File: config.mk
export PLATFORM = sky130hd
export DESIGN_NAME = igp_front
export DESIGN_NICKNAME = d
export VERILOG_FILES = /design/src/sv/igp_pkg.sv /design/src/sv/igp_front.sv
export SDC_FILE = /design/constraint.sdc
export NUM_CORES = 1
export LEC_CHECK = 0
export ABC_AREA = 1
export BUFFER_PORTS_ARGS = -buffer_cell sky130_fd_sc_hd__buf_2
export CORE_UTILIZATION = 54
export DETAILED_ROUTE_END_ITERATION = 10
export PLACE_DENSITY = 0.93
export SLEW_MARGIN = 10
export SYNTH_ARGS = -nofsm -noshare
export SYNTH_HDL_FRONTEND = slang
export SYNTH_SLANG_ARGS = --single-unit
File: constraint.sdc
create_clock -name vclk -period 8.4
set_input_delay 1.68 -clock vclk [all_inputs]
set_output_delay 1.68 -clock vclk [all_outputs]
set_load 0.1 [all_outputs]
File: src/sv/igp_pkg.sv
// Shared constants and types for the im2col patch gather block.
// No dependencies; every file but igp_checker imports this package.
package igp_pkg;

    localparam int PLANE_WORDS   = 4096;
    localparam int MAX_KERNEL    = 8;
    localparam int DILATION_ROWS = 1;
    localparam int DILATION_COLS = 1;

    localparam int AW          = $clog2(PLANE_WORDS);
    localparam int ADDR_W      = 27;   // 13b col * 13b height + 13b row
    localparam int BASE_W      = 18;   // signed source row/col offsets
    localparam int KN_W        = 4;    // kernel sizes and tap counters
    localparam int QUEUE_DEPTH = 4;
    localparam int QPTR_W      = $clog2(QUEUE_DEPTH);

    localparam logic CMD_WRITE = 1'b0;
    localparam logic CMD_EMIT  = 1'b1;

    localparam logic [2:0] REG_INPUT_HEIGHT  = 3'd0;
    localparam logic [2:0] REG_INPUT_WIDTH   = 3'd1;
    localparam logic [2:0] REG_KERNEL_HEIGHT = 3'd2;
    localparam logic [2:0] REG_KERNEL_WIDTH  = 3'd3;
    localparam logic [2:0] REG_STRIDE_ROWS   = 3'd4;
    localparam logic [2:0] REG_STRIDE_COLS   = 3'd5;
    localparam logic [2:0] REG_PAD_ROWS      = 3'd6;
    localparam logic [2:0] REG_PAD_COLS      = 3'd7;

    typedef struct packed {
        logic [12:0] input_height;
        logic [12:0] input_width;
        logic [3:0]  kernel_height;
        logic [3:0]  kernel_width;
        logic [3:0]  stride_rows;
        logic [3:0]  stride_cols;
        logic [2:0]  pad_rows;
        logic [2:0]  pad_cols;
    } cfg_t;

    // One classified command between front and back.
    typedef struct packed {
        logic                     command;
        logic [11:0]              pixel_index;
        logic [31:0]              pixel_word;
        logic signed [BASE_W-1:0] base_row;
        logic signed [BASE_W-1:0] base_col;
    } q_entry_t;

    function automatic logic [KN_W-1:0] clamp_kernel(input logic [3:0] k);
        logic [KN_W-1:0] r;
        if (k > KN_W'(MAX_KERNEL))
            r = KN_W'(MAX_KERNEL);
        else
            r = KN_W'(k);
        return r;
    endfunction

endpackage

File: src/sv/igp_front.sv
// Front end: accepts stream transactions, unpacks them and works out the
// window origin of an emit. Depends on igp_pkg.
module igp_front
    import igp_pkg::*;
(
    input  logic        s_tvalid,
    output logic        s_tready,
    input  logic [71:0] s_tdata,   // pixel_index[11:0], pixel_word[43:12], out_row[55:44],
                                   // out_col[67:56], zero[71:68]
    input  logic        s_tuser,   // command
    input  cfg_t        cfg,
    input  logic        q_full,
    output logic        q_push,
    output q_entry_t    q_entry
);

    logic [11:0] out_row;
    logic [11:0] out_col;
    logic [15:0] prod_row;
    logic [15:0] prod_col;

    assign out_row  = s_tdata[55:44];
    assign out_col  = s_tdata[67:56];
    assign prod_row = 16'(out_row) * 16'(cfg.stride_rows);
    assign prod_col = 16'(out_col) * 16'(cfg.stride_cols);

    assign s_tready = !q_full;
    assign q_push   = s_tvalid && !q_full;

    always_comb
    begin
        q_entry.command     = s_tuser;
        q_entry.pixel_index = s_tdata[11:0];
        q_entry.pixel_word  = s_tdata[43:12];
        // origin = position * stride - pad, may go negative
        q_entry.base_row    = $signed(BASE_W'(prod_row)) - $signed(BASE_W'(cfg.pad_rows));
        q_entry.base_col    = $signed(BASE_W'(prod_col)) - $signed(BASE_W'(cfg.pad_cols));
    end

endmodule

==> After elaboration in Yosys (flattened, before gate mapping) <==
Index checks and enable logic that the tools add are counted.
{ "word_totals": {"out_inout_bits": 83, "register_bits": 0} }
{ "op_classes": {"reduce_logical": 2, "n_addsub": 2, "mul": 2} }
{ "op_table": {"columns": ["op", "count"], "rows": [
  ["subtractor 16 x 3 -> 17 bit", 2],
  ["multiplier 12 x 4 -> 16 bit", 2],
  ["logical AND 1 bit", 1],
  ["zero test 1 bit", 1]
]} }

==> Logic depth before layout (Yosys ltp) <==
Gate-level depths: netlist of the first run.
{ "logic_depth": {"word_depth": 2, "ltp_mapped": 18} }

==> Worst setup path after synthesis of the first run <==
No wires, ideal clock.
{ "synth_timing": {"path_type": "input -> output", "start": "input cfg[8] (netlist bit)", "end": "output q_entry[9] (netlist bit)", "path_slack_ns": 1.071, "n_path_buf": 1, "t_required_ns": 6.720, "arrival_ns": 5.649, "path_stages": 13, "cell_sequence": "clkbuf_1 > nand2_1 > ha_1 > inv_1 > fa_1 > inv_1 > fa_1 > inv_1 > ha_1 > nand2_1 > nand3_1 > a21oi_1 > xnor2_1"} }
{ "synth_rtl": {"columns": ["element", "line", "source"], "rows": [
  ["start: declaration", "igp_front.sv:11", "input cfg_t cfg,"],
  ["end: declaration", "igp_front.sv:14", "output q_entry_t q_entry"]
]} }

==> results.toml, run 1 <==
[min_path]
hp-start = "s_tdata[15]"
hp-class = "in2out"

[route]
via_per_inst = 4.70
wl_mm = 8.59
detail_route.first_pass.iterations = 4
route.detailed.drc = 0
avgRoutedWirePerCell_um = 9.98
vias = 4045
antenna_left = 0
first_iter_violations = 120

[global_routing]
grt_pass1_vias = 3897
antenna_found_initial = 0
grt_usage_pct = 21.1
grt_pass1_wl_mm = 15.3
grt_max_degree = 13
gr-total-overflow = 0

[flow_run]
cap_violations = 0

[sta]
drv_slew = 0
tightest_slew_ns = 0.510
relSlewSlack_pct = 66.3
hold_viol = 0
rsz0062_at_grt = "no"
period_needed_ns = 6.66
setup_violations = 0
max_freq_mhz = 150
fin_tns_setup_ns = 0
post-route-period-util_pct = 79.3
hold_slack_ns = 3.36

[placement]
io_buffer_count = 78
dp.cells = 860
routabilityCongestion = 0.901
dp_hpwl_mm = 7.82

[clocking]
cts_setup_buffers = 0
cts_resized = 0
cts_hold_buf = 0

[synthesis]
synth_nets = 972
synth_area_sq_mm = 0.00444
yosysTopAreaCell = "nand2_1"
syn_inst = 735
synth_top_cell_area_share_pct = 21.3
ys_seq_area_share_pct = 0
yosys_warnings = 0
netlist_top_cells_area = "nand2_1, fa_1, ha_1"
synth_cell_types = 19
syn_avg_cell_area_sq_um = 6.03

[final_layout]
fillCellCount = 766
layout_common_cells = "nand2_1, inv_1, buf_2"
instances_no_fill = 860
seq_cells = 0
num_antenna_cells = 0
layout-drive-gt1-share_pct = 11.3
multi_input_area_sq_mm = 0.00321
final_common_cell = "nand2_1"
seqCellArea_sq_um = 0
clkbuf_count = 0
fin_util_pct = 58.2
syn_to_final_growth_pct = 3.05
nets = 997

[worst_setup_path]
worstPathRequired_ns = 6.72
crit_start = "cfg[8]"
crit_fanout = 12
path_class = "in2out"
end_kind = "primary output"
cp-start-kind = "input port"
worstPathArrival_ns = 4.98

[floorplan]
placementRows = 32
die_area_sq_mm = 0.00858
initial_core_util_pct = 56.5
fp.dieW_um = 92.6
dieHeight_um = 92.6
core_sq_mm = 0.00785
pin_count = 206

[pwr]
powerDensity_mw_per_mm2 = 377
p_int_mw = 0.342
seqPwrFrac_pct = 0
share_comb_of_total_power_pct = 100.0
peakVddDrop_v = 0.000241
leakagePower_nw = 3.23
switchingPower_mw = 1.38
netSwitchingFraction_pct = 80.2
clockPowerShare_pct = 0

[run_status]
outcome = "completed"
==> kinds of logic after synthesis <==
logic type                 after synthesis  synth area share, %
AOI/OAI and AO/OA                       17                 1.92
xor gates and xnor gates                14                 2.76
adders and majority gates              114                 39.6
buffers and inverters                  279                 27.6
and+or+nand+nor                        311                 28.1
==> cell usage after synthesis <==
| cell | n |
|---|---|
| xor2_1 | 8 |
| nor3_2 | 2 |
| clkbuf_1 | 8 |
| or2_1 | 1 |
| ha_1 | 70 |
| nand2_2 | 4 |
| nand2_1 | 252 |
| inv_1 | 223 |
| nand4_1 | 4 |
| nand3b_1 | 2 |
| inv_2 | 1 |
| buf_4 | 47 |
| nor3_1 | 4 |
| nor2_1 | 19 |
| fa_1 | 44 |
| a21oi_1 | 17 |
| nand3_1 | 22 |
| or2_4 | 1 |
| xnor2_1 | 6 |
==> metrics by stage <==
| stage | instance area [sq um] | power, mW | setup slack, ns |
|---|---|---|---|
| after global placement | 4570 | 1.69 | 1.80 |
| final | 4570 | 1.72 | 1.74 |
| after floorplan | 4440 | 1.58 | 1.07 |
| after global routing | 4570 | 1.86 | 1.49 |
| after CTS | 4570 | 1.73 | 1.71 |
| after detailed placement | 4570 | 1.72 | 1.71 |
==> layout make-up <==
cell class	instances	share of cell area [%]
multi-input cells	456	70.3
inverters	224	18.4
repair buffers	78	8.54
well taps	102	2.79
==> final timing paths <==
| check | cells after the start | to |
|---|---|---|
| setup / recovery | 17 | q_entry[15] |
| hold / removal | 0 | q_entry[39] |
==> power by group through the flow <==
| stage | Clock (mW) | Combinational, mW | Sequential, mW |
|---|---|---|---|
| 4_1_cts | 0 | 1.73 | 0 |
| 3_5_place_dp | 0 | 1.72 | 0 |
| 2_1_floorplan | 0 | 1.58 | 0 |
| 6_report | 0 | 1.72 | 0 |
| 5_1_grt | 0 | 1.86 | 0 |
| 3_3_place_gp | 0 | 1.69 | 0 |
==> critical path: stages <==
cell     delay [ns]
buf_2          0.22
nand2_1        0.09
ha_1           0.28
inv_1          0.05
fa_1           0.55
inv_1          0.06
fa_1           0.53
inv_1          0.04
ha_1           0.35
nand2_1        0.11
inv_1          0.06
a21oi_1        0.14
nand2_1        0.12
nand2_1        0.10
nand3_1        0.06
nand2_1        0.11
buf_2          0.43
==> layer usage <==
metal  wire (um)  share of wire, %  vias to the layer above  track usage (%)
met2        4400                51                       78             42.6
met3         271               3.2                        8             1.40
met1        3820                45                     1845             24.3
met4          91               1.1                        0             3.21
li1            -                 -                     2114                -
met5           0                 0                        -                0
No activity file was read; power rests on OpenSTA's default activity.
==> run 2: changes to the inputs <==
--- a/config.mk
+++ b/config.mk
@@ -7,9 +7,9 @@
 export LEC_CHECK = 0
 export ABC_AREA = 1
 export BUFFER_PORTS_ARGS = -buffer_cell sky130_fd_sc_hd__buf_2
-export CORE_UTILIZATION = 54
+export CORE_UTILIZATION = 45
 export DETAILED_ROUTE_END_ITERATION = 10
-export PLACE_DENSITY = 0.93
+export PLACE_DENSITY = 0.83
 export SLEW_MARGIN = 10
 export SYNTH_ARGS = -nofsm -noshare
 export SYNTH_HDL_FRONTEND = slang
==> constraint.sdc (replaced) <==
create_clock -name vclk -period 5.7
set_input_delay 1.14 -clock vclk [all_inputs]
set_output_delay 1.14 -clock vclk [all_outputs]
set_load 0.1 [all_outputs]
==> results.toml, run 2 (synthesis results as in run 1) <==
[pwr]
powerDensity_mw_per_mm2 = 587
leakagePower_nw = 3.34
peakVddDrop_v = 0.000506

[worst_setup_path]
cp-start-kind = "input port"
cpMaxStageDelayCell = "fa_1"
cp_top_family = "adder cells"
critPathBufInv = 6
worst_path_most_repeated_cell = "nand2_1"
end_kind = "primary output"
worstPathArrival_ns = 4.28
critical-path-max-stage-delay_ns = 0.48
worstPathRequired_ns = 4.56
crit_fanout = 12
path_class = "in2out"
path_cells = "buf_2, nand2_1, ha_1, inv_1, fa_1, inv_1, fa_1, inv_1, ha_1, nand2_1, inv_1, nand4_1, nand2_1, nand2_1, nand2_1, nand2_1, nand2_1, buf_2"

[global_routing]
antenna_found_initial = 0
gr-total-overflow = 0
met2_usage_pct = 35.5
grtUsageMet1_pct = 20.1
grt_max_degree = 13
grt_util_met3_pct = 0.414
grt_pass1_wl_mm = 14.9
top_usage_layer = "met2"
grt_pass1_vias = 3761
grt_usage_pct = 17.0

[final_layout]
layout-drive-gt1-share_pct = 12.9
fillCellCount = 922
instances_no_fill = 887
syn_to_final_growth_pct = 10.1
multi_input_area_sq_mm = 0.00330
seq_cells = 0
final_area_sq_mm = 0.00488
clkbuf_count = 0
final_common_cell = "nand2_1"
num_antenna_cells = 0
layout_common_cells = "nand2_1, inv_1, ha_1"
nets = 997
seqCellArea_sq_um = 0

[sta]
rsz0062_at_grt = "no"
max_freq_mhz = 185
tightest_slew_ns = 0.491
period_needed_ns = 5.42
drv_slew = 0
post-route-period-util_pct = 95.1
setup_violations = 0
hold_viol = 0
relSlewSlack_pct = 67.5
setup_slack_ns = 0.281

[route]
via_per_inst = 4.42
wl_mm = 8.07
route.detailed.drc = 0
antenna_left = 0
detail_route.first_pass.iterations = 4
vias = 3918
avgRoutedWirePerCell_um = 9.10
first_iter_violations = 53

[placement]
dp.cells = 887
placed_cell_area_sq_mm = 0.00488
pre_cts_slack_ns = 0.257
io_buffer_count = 78
routabilityCongestion = 0.873
dp_hpwl_mm = 7.45

[min_path]
hp-class = "in2out"

[clocking]
cts_resized = 0
cts_setup_buffers = 0
cts_hold_buf = 0

[floorplan]
placementRows = 35
initial_core_util_pct = 47.1
fp.dieW_um = 101
die_area_sq_mm = 0.0103
dieHeight_um = 101
core_sq_mm = 0.00942
pin_count = 206

[run_status]
outcome = "completed"

[flow_run]
cap_violations = 0
run 2: cell types whose count changed in the layout (fill, tap and decap cells not counted):
cell and change:
buf_2 -13, xnor2_2 +5, nand2_2 +1, xor2_2 +5
buf_12 +13, xnor2_1 -5, nand2_1 -2, xor2_1 -5
nand2_4 +1
run 2: final timing paths:
path,start,end,depth (start not counted)
worst max-delay path,cfg[12],q_entry[33],18
worst min-delay path,s_tdata[15],q_entry[39],0
run 2: through the flow:
step / power (mW) / TNS (ns) / hold WS [ns] / utilization (%)
global placement: 2.84 / 0 / 2.28 / 51.9
global route: 3.08 / 0 / 2.28 / 51.9
CTS: 2.88 / 0 / 2.28 / 51.9
detailed placement: 2.88 / 0 / 2.28 / 51.9
floorplan: 2.38 / -1.71 / 2.49 / -
finish: 2.87 / 0 / 2.28 / 51.9
run 2: layout make-up:
type / count / area share, %
multi-input cells: 456 / 67.5
inverters: 224 / 17.2
well taps: 129 / 3.30
repair buffers: 78 / 12.0
run 2: power breakdown:
part	internal (mW)	switching [mW]
Clock	0	0
Combinational	0.771	2.09
Sequential	0	0
run 2: metal layers:
layer | part of all wire (%) | wire [um]
met1 | 45 | 3640
met2 | 53 | 4270
met3 | 2.1 | 166
met4 | 0 | 0
met5 | 0 | 0
