--- src/sv/igp_pkg.sv ---
// Shared constants and types for the im2col patch gather block.
// No dependencies; every file but igp_checker imports this package.
package igp_pkg;

    localparam int PLANE_WORDS   = 4096;
    localparam int MAX_KERNEL    = 8;
    localparam int DILATION_ROWS = 1;
    localparam int DILATION_COLS = 1;

    localparam int AW          = $clog2(PLANE_WORDS);
    localparam int ADDR_W      = 27;   // 13b col * 13b height + 13b row
    localparam int BASE_W      = 18;   // signed source row/col offsets
    localparam int KN_W        = 4;    // kernel sizes and tap counters
    localparam int QUEUE_DEPTH = 4;
    localparam int QPTR_W      = $clog2(QUEUE_DEPTH);

    localparam logic CMD_WRITE = 1'b0;
    localparam logic CMD_EMIT  = 1'b1;

    localparam logic [2:0] REG_INPUT_HEIGHT  = 3'd0;
    localparam logic [2:0] REG_INPUT_WIDTH   = 3'd1;
    localparam logic [2:0] REG_KERNEL_HEIGHT = 3'd2;
    localparam logic [2:0] REG_KERNEL_WIDTH  = 3'd3;
    localparam logic [2:0] REG_STRIDE_ROWS   = 3'd4;
    localparam logic [2:0] REG_STRIDE_COLS   = 3'd5;
    localparam logic [2:0] REG_PAD_ROWS      = 3'd6;
    localparam logic [2:0] REG_PAD_COLS      = 3'd7;

    typedef struct packed {
        logic [12:0] input_height;
        logic [12:0] input_width;
        logic [3:0]  kernel_height;
        logic [3:0]  kernel_width;
        logic [3:0]  stride_rows;
        logic [3:0]  stride_cols;
        logic [2:0]  pad_rows;
        logic [2:0]  pad_cols;
    } cfg_t;

    // One classified command between front and back.
    typedef struct packed {
        logic                     command;
        logic [11:0]              pixel_index;
        logic [31:0]              pixel_word;
        logic signed [BASE_W-1:0] base_row;
        logic signed [BASE_W-1:0] base_col;
    } q_entry_t;

    function automatic logic [KN_W-1:0] clamp_kernel(input logic [3:0] k);
        logic [KN_W-1:0] r;
        if (k > KN_W'(MAX_KERNEL))
            r = KN_W'(MAX_KERNEL);
        else
            r = KN_W'(k);
        return r;
    endfunction

endpackage

--- src/sv/igp_queue.sv ---
// Short command queue between front and back end.
// Depends on igp_pkg.
module igp_queue
    import igp_pkg::*;
(
    input  logic     clk,
    input  logic     rst_n,
    input  logic     push,
    input  q_entry_t push_entry,
    output logic     full,
    input  logic     pop,
    output logic     not_empty,
    output q_entry_t head
);

    q_entry_t          slot_reg [QUEUE_DEPTH];
    logic [QPTR_W-1:0] wr_ptr_reg, wr_ptr_next;
    logic [QPTR_W-1:0] rd_ptr_reg, rd_ptr_next;
    logic [QPTR_W:0]   count_reg, count_next;
    logic              do_pop;

    assign full      = (count_reg == (QPTR_W+1)'(QUEUE_DEPTH));
    assign not_empty = (count_reg != '0);
    assign do_pop    = pop && not_empty;
    assign head      = slot_reg[rd_ptr_reg];

    always_comb
    begin
        wr_ptr_next = push ? wr_ptr_reg + 1'b1 : wr_ptr_reg;
        rd_ptr_next = do_pop ? rd_ptr_reg + 1'b1 : rd_ptr_reg;
        count_next  = count_reg;
        if (push && !do_pop)
            count_next = count_reg + 1'b1;
        else if (!push && do_pop)
            count_next = count_reg - 1'b1;
    end

    always_ff @(posedge clk or negedge rst_n)
    begin
        if (!rst_n)
        begin
            wr_ptr_reg <= '0;
            rd_ptr_reg <= '0;
            count_reg  <= '0;
        end
        else
        begin
            wr_ptr_reg <= wr_ptr_next;
            rd_ptr_reg <= rd_ptr_next;
            count_reg  <= count_next;
        end
    end

    always_ff @(posedge clk)
    begin
        if (push)
            slot_reg[wr_ptr_reg] <= push_entry;
    end

endmodule

--- config.mk ---
export PLATFORM = sky130hd
export DESIGN_NAME = igp_queue
export DESIGN_NICKNAME = d
export VERILOG_FILES = /design/src/sv/igp_pkg.sv /design/src/sv/igp_queue.sv
export SDC_FILE = /design/constraint.sdc
export NUM_CORES = 1
export LEC_CHECK = 0
export ABC_CLOCK_PERIOD_IN_PS = 4800
export BUFFER_PORTS_ARGS = -buffer_cell sky130_fd_sc_hd__buf_2
export CAP_MARGIN = 20
export CORE_MARGIN = 2
export CORE_UTILIZATION = 61
export DETAILED_ROUTE_END_ITERATION = 7
export HOLD_SLACK_MARGIN = 0.03
export PLACE_DENSITY = 0.94
export SLEW_MARGIN = 20
export SYNTH_ARGS = -nofsm -noshare
export SYNTH_HDL_FRONTEND = slang
export SYNTH_SLANG_ARGS = --single-unit
--- constraint.sdc ---
create_clock -name clk -period 4.8 [get_ports clk]
set_input_delay 0.48 -clock clk [delete_from_list [all_inputs] [get_ports clk]]
set_output_delay 0.48 -clock clk [all_outputs]
set_load 0.005 [all_outputs]
; Word-level counts from Yosys, hierarchy flattened
; Memories as Yosys holds them, arrays and structs flattened.
; Index checks and enable logic that the tools add are counted.
[op_classes]
reduce_logical = 7
mux = 4
eq_ne = 1
add_sub_neg = 4
[op_table]
columns = cell, count
row1 = 3-bit two-way mux, 2
row2 = 2-bit by 1-bit adder with 2-bit output (second input constant), 2
row3 = 3-bit by 1-bit adder with 3-bit output (second input constant), 1
row4 = 3-bit == test (second input constant), 1
row5 = 1-bit logical AND, 3
row6 = 3-bit nonzero test, 1
row7 = 3-bit by 1-bit subtractor with 3-bit output (second input constant), 1
row8 = 1-bit logical NOT, 2
row9 = 1-bit two-way mux, 2
row10 = 2-bit nonzero test, 1
[totals]
ramBits = 324
memories = 1
out_inout_bits = 83
input_bits = 85
regBits = 7
elab_cells = 20
[memory_table]
columns = name, words, width, read_ports, rd_ports_with_merged_regs, write_ports, line_no
row1 = slot_reg, 4, 81, 1, 0, 1, igp_queue.sv:16  ; q_entry_t slot_reg [QUEUE_DEPTH];

; Logic depth before layout (Yosys ltp)
; Gate-level depths: netlist of run 1.
[depth]
ltp_word = 5
mapped_depth = 8
ltp_nobuf = 8

; Worst setup path after synthesis of run 1
; Ideal clock, no wire load.
[synth_timing]
kind = register to register
start = reg wr_ptr_reg[0]
end = mem slot_reg[2][0] (netlist name) (enable)
path_buffers = 0
stages_incl_launch_ff = 4
period_less_slack_ns = 2.949
slack_ns = 1.851
arrival_ns = 2.501
setup_ns = 0.448
t_required_ns = 4.352
cell_sequence = dfrtp_1 -> inv_1 -> ha_1 -> and2_1
[synth_rtl]
columns = item, line_no
row1 = from (decl), igp_queue.sv:17  ; logic [QPTR_W-1:0] wr_ptr_reg, wr_ptr_next;
row2 = from (signal assigned), igp_queue.sv:48  ; wr_ptr_reg <= wr_ptr_next;
row3 = to (decl), igp_queue.sv:16
; Straight into the memory's write port.

==> results of run 1 <==
placed cells by master, fill, tap and decap left out, drive strengths merged, types with 2 or more instances in the layout:
cell,n
edfxtp,324
bufinv,5
clkinv,13
clkbuf,35
mux4,81
nand2,2
xnor2,3
dfrtp,7
buf,173
ha,5
xor2,3
clkinvlp,3
and2,4
inv,4
worst reg2reg max path, cell delays in order (launching register included):
cell and delay, ns:
dfrtp_1 0.43, inv_1 0.11, ha_1 0.17, and2_4 0.67, buf_4 0.54
logic make-up after synthesis:
logic type | Yosys count | synth area share
and+or+nand+nor | 10 | 0.00455
AOI/OAI and AO/OA | 1 | 0.000414
DFF | 331 | 0.819
xor gates and xnor gates | 6 | 0.00435
muxes | 82 | 0.152
buffers and inverters | 21 | 0.0127
adders and majority gates | 6 | 0.00683
power by group through the flow:
stage	Sequential [µW]	Clock [µW]	Combinational (µW)
detailed placement	4250	0	2070
global placement	4180	0	2000
global route	4160	2580	2310
CTS	4200	2470	2090
floorplan	3960	0	1510
finish	4100	2430	2130
cell type report:
type / count / area (µm²)
timing repair buffer: 174 / 923
sequential: 331 / 9910
clock buffer: 35 / 791
clock inverter: 22 / 241
fill: 1077 / 5210
tap: 265 / 332
inverter: 3 / 11.3
antenna: 1 / 2.50
multi-input combinational: 105 / 2040
routing by layer:
metal	vias to the layer above	share of wire
li1	2343	-
met1	2869	0.37
met2	198	0.54
met3	41	0.071
met4	2	0.021
met5	-	0.00059
path summary, 6_finish.rpt:
kind / start / endpoint / cells past startpoint
max: rd_ptr_reg[0] / head[19] / 3
max in group asynchronous: rst_n / rd_ptr_reg[0] / 2
min reg2reg: count_reg[2] / count_reg[2] / 1
min: push_entry[70] / slot_reg[3][70] / 1
max reg2reg: wr_ptr_reg[0] / slot_reg[0][30] / 4
min in group asynchronous: rst_n / count_reg[0] / 2
stage by stage:
stage	power, µW	cell area (µm²)	worst slack, ns
after floorplan	5470	12100	1.85
after global placement	6180	13200	2.16
after detailed placement	6320	13200	2.12
after CTS	8750	14200	1.53
after global routing	9050	14300	1.43
final	8660	14300	1.63
==> summary by stage, run 1 <==
Final layout
The share of cells above drive strength 1 is 0.463. The number of nets in the layout is 737. The fraction of the core area covered by cells at the end of the flow is 0.732. The register with the most flip-flops in the layout has 324 of them. The finished layout holds 936 standard cells, fillers aside. The area growth from synthesis to layout is 17.9%.

Clock network
CTS built an H-tree with a depth of 1. The cell sitting at the root of the clock tree is a clkbuf_16. After clock tree synthesis, the clock-pin slew on the worst setup and hold paths is 0.06 ns. The CTS tree is yes.

The later pin in the worst-skew pair is clocked with a latency of 0.55 ns. After clock tree synthesis, the flow added hold-fix buffers numbering 1. The number of clock buffers added by TritonCTS is 31. Once the clock tree was built, the resizer swapped 0 gates to a different size. The clock drives 331 sinks. The number of post-CTS setup repair buffers is 0.

The number of buffers between clock root and the deepest sink is 3.

Pwr
Of the total power, registers draw 0.473. The fraction of power spent switching nets is 0.266. The combinational power share is 0.246. Dividing total power by cell area gives a power density of 608 nW/µm². The analysis attributes to cell leakage a power of 0.00489 µW. The analysis attributes to net switching a power of 2300 µW. The fraction of power consumed by the clock network is 0.280. Cell internal power was estimated by the tool at 6360 µW.

The peak ir drop on the vdd network is 0.000425 V.

Setup path
At the worst endpoint, the required time is 4.32 ns. In this run the worst path has a maximum fanout of 44. The setup check on the worst reg-to-reg path leaves a slack of 2.52 ns.

On the worst path, the slowest cell contributes a delay of 0.97 ns. The kind of cell adding the most delay to the critical path is flip-flops. For the worst setup path, the data arrival time is 2.69 ns. The count of buffer and inverter cells on the critical path is 2. On the critical path, the stage with the largest delay is an instance of dfrtp_4. The critical path endpoint category is a primary output. Traced cell by cell, the critical path runs through buf_12 > mux4_2 > buf_2.

The worst setup path is launched from a flip-flop. The worst setup path category is reg -> out.

Global route
In the global route stage, met3 resource usage came out at 0.0550. Across every metal layer, demand over resource in global routing totals 0.215. The number of global-route vias before repair is 5767. The largest net degree at the start of global routing is 83. In this run the most used layer during global routing was met2. The initial antenna violation count was 2. The first global-routing pass estimated 33100 µm of wire. The leftover overflow at the end of global routing is 0. In the global route stage, met1 resource usage came out at 0.269. The met2 routing resource usage after global routing is 0.384.

Logic synthesis
In this run, synthesis inferred 324 flip-flops with an integrated enable. The largest total area in the synthesized netlist belongs to edfxtp_1. For this run, asynchronously set or reset flops after synthesis account for 0.0211. The portion of the post-synthesis area used by sequential elements is 0.819.

The most repeated cell in the gate-level netlist after synthesis is edfxtp_1. By count the netlist is led by 324 x edfxtp_1, 81 x mux4_2, 9 x buf_2. The mean area per synthesized cell is 26.5 µm².

In the post-synthesis netlist, the biggest area contributors are edfxtp_1 80%, mux4_2 15%, dfrtp_1 1.4%, buf_6 0.75%, ha_1 0.52%. The top cell type's share of synthesized area is 0.805. The number of different library cells used by synthesis comes to 19. The number of nets produced by synthesis is 548. The synthesized design contains 331 register bits. In the synthesized netlist the dominant register cell turns out to be edfxtp_1. The cell area after technology mapping is 12100 µm². The post-synthesis cell count is 457. The count of yosys warnings during synthesis is 0.

STA
Setup repair after global routing left no endpoint under its margin. The final-report hold violation count is 0. The final count of pins violating max slew is 0. The relative slew slack is 0.451. At the pin with the least slew margin, the transition time is 0.824 ns. The setup-violating endpoint count in the final report is 0. The worst clock skew is 0.0125 ns. After routing, the total negative slack on setup checks comes to 0 ns. The part of the cycle the worst path needs is 0.660. The worst hold margin is 0.147 ns. The maximum achievable frequency is 316 MHz. The post-route minimum period is 3.17 ns.

Drt
The count of routing violations after the opening detailed-route iteration is 326. After detailed routing, the number of remaining DRC violations is 0. The number of search-and-repair iterations in the first detailed-routing pass is 4. The average routed wire per standard cell is 23.7 µm.

The count of nets left with antenna violations once routing finished came out at 0. In the routed layout, each cell is associated on average with a via count of 5.83. Across all layers, the routed design uses 5453 vias. Wires add up to 22100 µm.

Placement
After legalization and detailed placement, the total HPWL measured 13200 µm. At the end of routability-driven placement, the weighted congestion stood at 0.703. The count of buffers inserted at the top-level ports is 167. The placed cell count is 876.

Floorplan
The die boundary width is 145 µm. After floorplanning, the core was divided into 51 placement rows. The floorplan step defined a die boundary enclosing 21000 µm². The placeable core region is 19500 µm². The initial utilization of the core area, before any placement, comes to 0.621.

In this run the count of I/O pins placed on the die edge is 168. Measured along the y axis, the die boundary spans 145 µm.

Run
The number of violations of the max-capacitance limit is 0.

Run status
The flow ran to the end, and the final reports show no timing, DRC or antenna violations.

Hold path
The type of the worst min-delay path is in -> reg.
Note: power is estimated with default switching activity, not from simulation.
==> run 2: changes to the inputs <==
--- a/config.mk
+++ b/config.mk
@@ -5,14 +5,15 @@
 export SDC_FILE = /design/constraint.sdc
 export NUM_CORES = 1
 export LEC_CHECK = 0
-export ABC_CLOCK_PERIOD_IN_PS = 4800
+export ABC_AREA = 1
+export ABC_CLOCK_PERIOD_IN_PS = 2900
 export BUFFER_PORTS_ARGS = -buffer_cell sky130_fd_sc_hd__buf_2
 export CAP_MARGIN = 20
 export CORE_MARGIN = 2
-export CORE_UTILIZATION = 61
+export CORE_UTILIZATION = 52
 export DETAILED_ROUTE_END_ITERATION = 7
 export HOLD_SLACK_MARGIN = 0.03
-export PLACE_DENSITY = 0.94
+export PLACE_DENSITY = 0.86
 export SLEW_MARGIN = 20
 export SYNTH_ARGS = -nofsm -noshare
 export SYNTH_HDL_FRONTEND = slang
==> constraint.sdc (replaced) <==
create_clock -name clk -period 2.9 [get_ports clk]
set_input_delay 0.29 -clock clk [delete_from_list [all_inputs] [get_ports clk]]
set_output_delay 0.29 -clock clk [all_outputs]
set_load 0.005 [all_outputs]
==> run 2 against run 1 <==
Compared with the run above: count of clock-buffer cells in the layout increased by 7; critical path depth is 2 higher; via count grew 52%; synthesized cell count increased by 120%; clock power up 71%; final cell count is 72% higher; synthesized area up 12%; combinational power increased by 140%; power increased by 83%; register-to-register slack got worse by 1.5 ns; sequential share of layout area down 9.8 points; routed wire length grew 23%; largest cell class unchanged; largest power group unchanged; highest routed layer is now met4.
==> summary by stage, run 2 <==
Logic synthesis
The mean area per synthesized cell is 13.6 µm². After synthesis the cells add up to 13600 µm². The count of state elements after synthesis is 331. The number of nets produced by synthesis is 1090.

edfxtp_1 is the most common cell in the netlist. The count of yosys warnings during synthesis is 0. The fraction of synthesis flops using an asynchronous set or reset pin is 0.0211. The cell type contributing the most total cell area after synthesis is edfxtp_1. In the synthesized netlist the dominant register cell turns out to be edfxtp_1. After synthesis, the most frequently instantiated cells are 324 x edfxtp_1, 263 x nand2_1, 173 x inv_1. Yosys attributes the largest share of cell area to edfxtp_1 72%, nand2_1 7.3%, o211ai_1 6.2%, inv_1 4.8%, o211ai_2 4.6%. The number of distinct library cells after synthesis is 21. The share of synthesized area in the top cell type comes to 0.717.

The synthesized design contains 324 enable-type register cells. The post-synthesis cell count is 999. The portion of the post-synthesis area used by sequential elements is 0.730.

Floorplan
The die is 166 µm tall. The boundary pin count is 168. The starting density of the core is 0.525.

The placeable core region is 25800 µm². The row count is 59. The die boundary width is 166 µm. The floorplan step defined a die boundary enclosing 27400 µm².

Drt
The total wire length after detailed routing is 27300 µm. In the routed design, unresolved DRC markers number 0. The mean number of vias per cell is 5.15. The average routed wire per standard cell is 16.9 µm. The number of nets with antenna violations after detailed routing is 0. The number of vias after detailed routing is 8303. After the first detailed-routing iteration, the DRC count stood at 498. The pre-antenna-repair detailed-routing pass consisted of 5 iterations.

Global route
The first global-routing pass estimated 40800 µm of wire. The number of global-route vias before repair came to 8234. The total global-route track usage is 0.194.

Entering global routing, the biggest net connects 147 pins. The initial antenna violation count came to 3. Global routing finished with a remaining overflow of 0.

Clock network
The clock latency reported for the late side of the worst-skew pair is 0.51 ns. The number of buffers between clock root and the deepest sink is 3. TritonCTS built the clock tree. The number of gates given a new drive strength after cts is 0. CTS saw 331 sinks. The number of CTS-inserted buffers is 35. Clock-pin slew was measured on the worst setup and hold paths at 0.06 ns. In this run the clock root is driven by a clkbuf_16. The H-tree depth reported by CTS is 2.

Setup path
The worst setup path is captured at a primary output. The peak per-stage delay on the critical path is 0.48 ns. The startpoint identified for the worst register-to-register timing path is count_reg[0]. In this run the worst path has a maximum fanout of 146. The data required time at the worst endpoint is 2.61 ns. Data arrives at the worst endpoint at 2.41 ns. The launch point of the worst path is rd_ptr_reg[0]. The critical path goes through clkinv_8 > buf_12 > o211ai_1 > nand2_1 > buf_2. For this design, the slowest cell found on the critical path is dfrtp_1. The kind of start point of the critical path is a flip-flop. The critical path in this run is classified as reg -> out.

STA
The maximum achievable frequency is 370 MHz. After layout, the minimum clock period comes to 2.70 ns. The part of the cycle the worst path needs is 0.932.

The transition time of the tightest slew-check pin is 0.604 ns. The final-report hold violation count was 0. In this run the tightest slew margin relative to its limit is 0.597. The setup TNS after final layout is 0 ns.

Across the routed clock network, the largest skew measured is 0.00952 ns. The final count of pins violating max slew is 0. The setup-violating endpoint count in the final report is 0.

Setup repair after global routing left no endpoint under its margin.

Final layout
The number of nets in the layout is 1338. The top cell types in the final layout, fill and taps aside, are 324 x edfxtp_1, 263 x nand2_1, 169 x inv_1. For this run, the share of the core covered by cells in the final layout is 0.641. The register with the most flip-flops in the layout has 324 of them.

In the final layout, the share of cells above drive strength 1 is 0.228. Counting the fill cells in the layout gives 1790. The synthesis-to-layout area growth is 22.1%. The leading cell type in the layout, fill and taps excluded is edfxtp_1. Once layout is complete, the cells apart from fillers number 1611.

Run status
The flow ran to the end, and the final reports show no timing, DRC or antenna violations.

Pwr
For this design the ratio of total power to cell area is 958 nW/µm². The completed layout was analyzed and its total power is 15900 µW. The peak ir drop on the vdd network is 0.000682 V.

The leakage component of the power is 0.00675 µW.

Placement
After detailed placement, the design holds a cell count of 1463. Summed over all nets, the half-perimeter wirelength after detailed placement is 15000 µm. The congestion estimate from routability-driven global placement came to 0.744. In this run the tool buffered the top-level ports with 167 buffer cells.

Hold path
The type of the worst min-delay path is in -> reg. The startpoint of the tightest hold check path is pop.

Run
The number of violations of the max-capacitance limit is 0.
## run 2: changes by cell type in the layout (fill, tap and decap cells not counted), moves of 5 or more
cell	before	now
o211ai_2	0	50
nand2_1	2	263
dlygate4sd3_1	1	82
o211ai_1	0	112
clkbuf_16	31	36
inv_1	3	169
mux4_2	81	0
buf_12	1	9
## run 2: repair_timing
action                    in CTS  in global routing
hold endpoints to repair     331                  0
setup buffers                  0                  0
hold buffers                  82                  0
## run 2: layout make-up
| cell class | count | area (µm²) | area share |
|---|---|---|---|
| repair buffers | 264 | 1880 | 0.114 |
| well taps | 335 | 419 | 0.0253 |
| flip-flops and latches | 331 | 9910 | 0.598 |
| clock inverters | 21 | 153 | 0.00921 |
| diodes | 3 | 7.51 | 0.000453 |
| clock buffers | 42 | 933 | 0.0563 |
| inverters | 175 | 681 | 0.0411 |
| multi-input cells | 440 | 2590 | 0.156 |
## run 2: worst paths after layout
kind	endpoint	cells past startpoint	slack, ns
min reg2reg	count_reg[2]	2	0.49
min	rd_ptr_reg[0]	3	0.06
max	head[39]	5	0.20
max in group asynchronous	rd_ptr_reg[1]	2	2.58
min in group asynchronous	rd_ptr_reg[1]	2	0.15
max reg2reg	count_reg[2]	10	1.05
## run 2: logic make-up (layout without fill, tap and decap cells)
logic type | count (synthesis) | count (layout) | share of synthesized area
AO/OA/AOI/OAI | 163 | 163 | 0.108
adder cells (fa/ha/maj) | 6 | 6 | 0.00608
other | 0 | 3 | 0
buffers and inverters | 228 | 502 | 0.0796
flip-flops | 331 | 331 | 0.730
AND/OR/NAND/NOR | 269 | 269 | 0.0749
XOR/XNOR | 2 | 2 | 0.00129
## run 2: metal layers
layer,vias up,global-route usage,share of wire
met4,0,0.0839,0.028
met3,56,0.0372,0.053
li1,3988,-,-
met2,245,0.349,0.52
met5,-,0,0
met1,4014,0.227,0.40
## run 2: metrics by stage
step / hold WS, ns / instance area, µm² / setup slack [ns]
floorplan: -0.00559 / 13600 / 0.222
global placement: 0.133 / 14700 / 0.879
detailed placement: 0.129 / 14700 / 0.778
CTS: 0.0398 / 16600 / 0.225
global route: 0.0691 / 16600 / 0.0424
finish: 0.0640 / 16600 / 0.199
## run 2: where the power goes
group	total (µW)	switching, µW	leakage, µW	internal, µW
Clock	4160	1750	0.000523	2400
Sequential	6530	264	0.00306	6260
Combinational	5190	3310	0.00317	1880
## run 2: worst max-delay path, delay by kind of cell, from the launching register on
kind                   cells  cell delay [ns]
flip-flops                 1             0.48
buffers and inverters      3             0.99
AND/OR/NAND/NOR            1             0.10
AO/OA/AOI/OAI              1             0.27
==> run 3: changes to the inputs <==
--- a/config.mk
+++ b/config.mk
@@ -5,15 +5,15 @@
 export SDC_FILE = /design/constraint.sdc
 export NUM_CORES = 1
 export LEC_CHECK = 0
-export ABC_AREA = 1
-export ABC_CLOCK_PERIOD_IN_PS = 2900
+export ABC_AREA = 0
+export ABC_CLOCK_PERIOD_IN_PS = 2600
 export BUFFER_PORTS_ARGS = -buffer_cell sky130_fd_sc_hd__buf_2
 export CAP_MARGIN = 20
 export CORE_MARGIN = 2
-export CORE_UTILIZATION = 52
+export CORE_UTILIZATION = 57
 export DETAILED_ROUTE_END_ITERATION = 7
 export HOLD_SLACK_MARGIN = 0.03
-export PLACE_DENSITY = 0.86
+export PLACE_DENSITY = 0.89
 export SLEW_MARGIN = 20
 export SYNTH_ARGS = -nofsm -noshare
 export SYNTH_HDL_FRONTEND = slang
==> constraint.sdc (replaced) <==
create_clock -name clk -period 2.6 [get_ports clk]
set_input_delay 0.26 -clock clk [delete_from_list [all_inputs] [get_ports clk]]
set_output_delay 0.26 -clock clk [all_outputs]
set_load 0.005 [all_outputs]
==> run 3 against run 2 <==
Compared with the run above: register-to-register slack worse by 0.72 ns; hold slack better by 0.044 ns; utilization up 8.1 points; sequential power up 13%; sequential share of layout area up 5.9 points; first-iteration DRC count down 33%; combinational power down 15%; final cell count down 36%; non-clock buffer count up 3; flip-flop and latch count unchanged; clock skew down 0.0026 ns; die area down 18%; highest routed layer unchanged.
==> summary by stage, run 3 (synthesized netlist as in run 1, its figures left out) <==
STA
Static timing analysis puts the maximum clock frequency at 405 MHz. The setup-violating endpoint count in the final report is 0. Setup repair after global routing left no endpoint under its margin.

The worst clock skew is 0.00691 ns. In the finished design, the share of the clock period the worst path needs comes to 0.950. The setup TNS after final layout is 0 ns.

For the pin with the worst max-slew slack, the measured transition is 0.443 ns. The relative slew slack is 0.705. The final count of pins violating max slew is 0. The post-route minimum period is 2.47 ns. The final-report hold violation count is 0.

Clock network
Counting along the longest clock path gives a buffer depth of 3. The clock latency reported for the late side of the worst-skew pair is 0.54 ns. TritonCTS built the clock tree. The number of post-CTS setup repair buffers is 0. TritonCTS created 31 clock buffers.

After clock tree synthesis, the repair step resized 0 gates. After clock tree synthesis, the clock-pin slew on the worst setup and hold paths is 0.06 ns. The H-tree depth reported by CTS is 1.

Counting every sink on the clock net gives 331. The library cell used as clock root buffer is clkbuf_16.

Pwr
Of the total power, combinational logic draws 0.279. In this run the power spent charging and discharging nets is 4270 µW. The internal power component is 11500 µW. The power density over the cells is 1040 nW/µm². The fraction of power spent switching nets is 0.271.

Of the total power, the clock network draws 0.251. The proportion of power drawn by flip-flops and latches is 0.470. The peak ir drop on the vdd network is 0.000796 V. Summed over all cells, the static leakage comes to 0.00523 µW.

Floorplan
For this design the top-level I/O count stands at 168. The die covers 22400 µm². The vertical extent of the die is 150 µm.

The die is 150 µm wide. The row count is 53. The initial utilization of the core area, before any placement, comes to 0.579. The placeable core region is 20900 µm².

Global route
The number of global-route vias before repair is 6445. Global routing finished with a remaining overflow of 0. Entering global routing, the biggest net connects 42 pins. The initial antenna violation count is 0. The total global-route track usage is 0.214. The wire length of the first global-routing pass is 35900 µm.

Drt
The number of vias after detailed routing is 5822. The routed design has 23300 µm of wire. Dividing the detail-routed via count by the number of cells gives 5.63. Once detail routing completed, the nets flagged for antenna violations numbered 0. In the routed design, unresolved DRC markers number 0.

The average routed wire per standard cell is 22.5 µm. The count of routing violations after the opening detailed-route iteration is 336. Before antenna repair, the detailed router went through 4 iterations.

Setup path
The critical path is of the reg -> out type. The slowest stage cell on the critical path is mux4_2. Of all nets on the critical path, the largest fanout is 41.

The largest single stage delay on the critical path is 0.58 ns. Walking the worst path, the cells encountered are buf_12 > mux4_2 > buf_2. Data arrives at the worst endpoint at 2.21 ns. The number of cell instances on the worst register-to-register path is 8. The kind of start point of the critical path is a flip-flop. Counting both buffers and inverters, the worst setup path holds a total of 2. The depth of the critical timing path with buffers and inverters included is 3. The kind of cell adding the most delay to the critical path is multiplexers. The worst setup path is captured at a primary output. At the worst endpoint, the required time is 2.34 ns.

Placement
After detailed placement, the total cell area comes to 13400 µm². The count of buffers inserted at the top-level ports is 167. At the end of routability-driven placement, the weighted congestion stood at 0.750. The HPWL reported at the end of detailed placement is 13900 µm.

Final layout
The number of fill cells is 1176. The register with the most flip-flops in the layout has 324 of them. Of the cells placed in the final design, the portion with a size suffix greater than 1 is 0.405. Once layout is done, the placed cells without fillers occupy 15100 µm². The repair_antennas step left the layout with diodes totalling 0. Relative to the synthesized area, the layout overhead comes to 24.8%. The library cells used most frequently in the layout, excluding fill and tap cells, are 324 x edfxtp_1, 167 x buf_2, 84 x dlygate4sd3_1. The number of nets in the layout is 830. The library cell used most frequently in the layout, excluding fill and tap cells, is edfxtp_1.

Run status
The flow ran to the end, and the final reports show no timing, DRC or antenna violations.

Hold path
The type of the worst min-delay path is in -> async.

Run
The number of violations of the max-capacitance limit is 0.
==> run 3: worst reg2reg max path: stages, from the launching register on <==
cell	delay, ns
dfrtp_1	0.44
or3_1	0.44
nand2_1	0.13
ha_1	0.21
inv_1	0.07
fa_1	0.39
xor2_1	0.19
nor2_1	0.13
xor2_1	0.19
==> run 3: power groups by stage <==
stage / clock, µW / combinational (µW) / sequential (µW)
3_5_place_dp: 0 / 4330 / 7510
2_1_floorplan: 0 / 2790 / 7260
4_1_cts: 4010 / 4470 / 7400
6_report: 3940 / 4390 / 7390
5_1_grt: 4220 / 4770 / 7480
3_3_place_gp: 0 / 4210 / 7400
==> run 3: final cells by class <==
type                    count  area, µm²  area share
flip-flops and latches    331       9910       0.657
clock buffers              42        817      0.0541
inverters                   3       11.3    0.000746
repair buffers            267       1910       0.127
multi-input cells         105       2040       0.135
well taps                 275        344      0.0228
clock inverters            12       58.8     0.00390
==> run 3: final timing paths <==
| path | startpoint | to | slack, ns |
|---|---|---|---|
| hold / removal | rst_n | count_reg[0] | 0.11 |
| min in group clk | push_entry[78] | slot_reg[0][78] | 0.48 |
| hold reg to reg | count_reg[2] | count_reg[2] | 0.53 |
| setup / recovery | rd_ptr_reg[0] | head[19] | 0.13 |
| setup reg to reg | count_reg[0] | count_reg[2] | 0.33 |
| max in group asynchronous | rst_n | rd_ptr_reg[1] | 2.31 |
==> run 3: per-stage QoR <==
step | setup WS, ns | power, µW | utilization | instances | hold WS [ns]
after floorplan | 0.538 | 10000 | - | 457 | -0.0356
after CTS | 0.0830 | 15900 | 0.723 | 1035 | 0.0626
after global routing | 0.00879 | 16500 | 0.723 | 1035 | 0.115
final | 0.131 | 15700 | 0.723 | 1035 | 0.108
after global placement | 0.549 | 11600 | 0.640 | 897 | 0.0930
after detailed placement | 0.402 | 11800 | 0.640 | 897 | 0.102
==> run 3: per-layer routing <==
layer | vias up | global-route usage | wire, µm
met5 | - | 0 | 0
met4 | 0 | 0.0590 | 497
met3 | 42 | 0.0412 | 1440
met2 | 213 | 0.383 | 12700
met1 | 3028 | 0.269 | 8600
li1 | 2539 | - | -
==> run 3: timing repair <==
item                       in CTS  in global routing
hold endpoints to repair      333                  0
hold buffers                   84                  0
setup endpoints to repair       0                  0
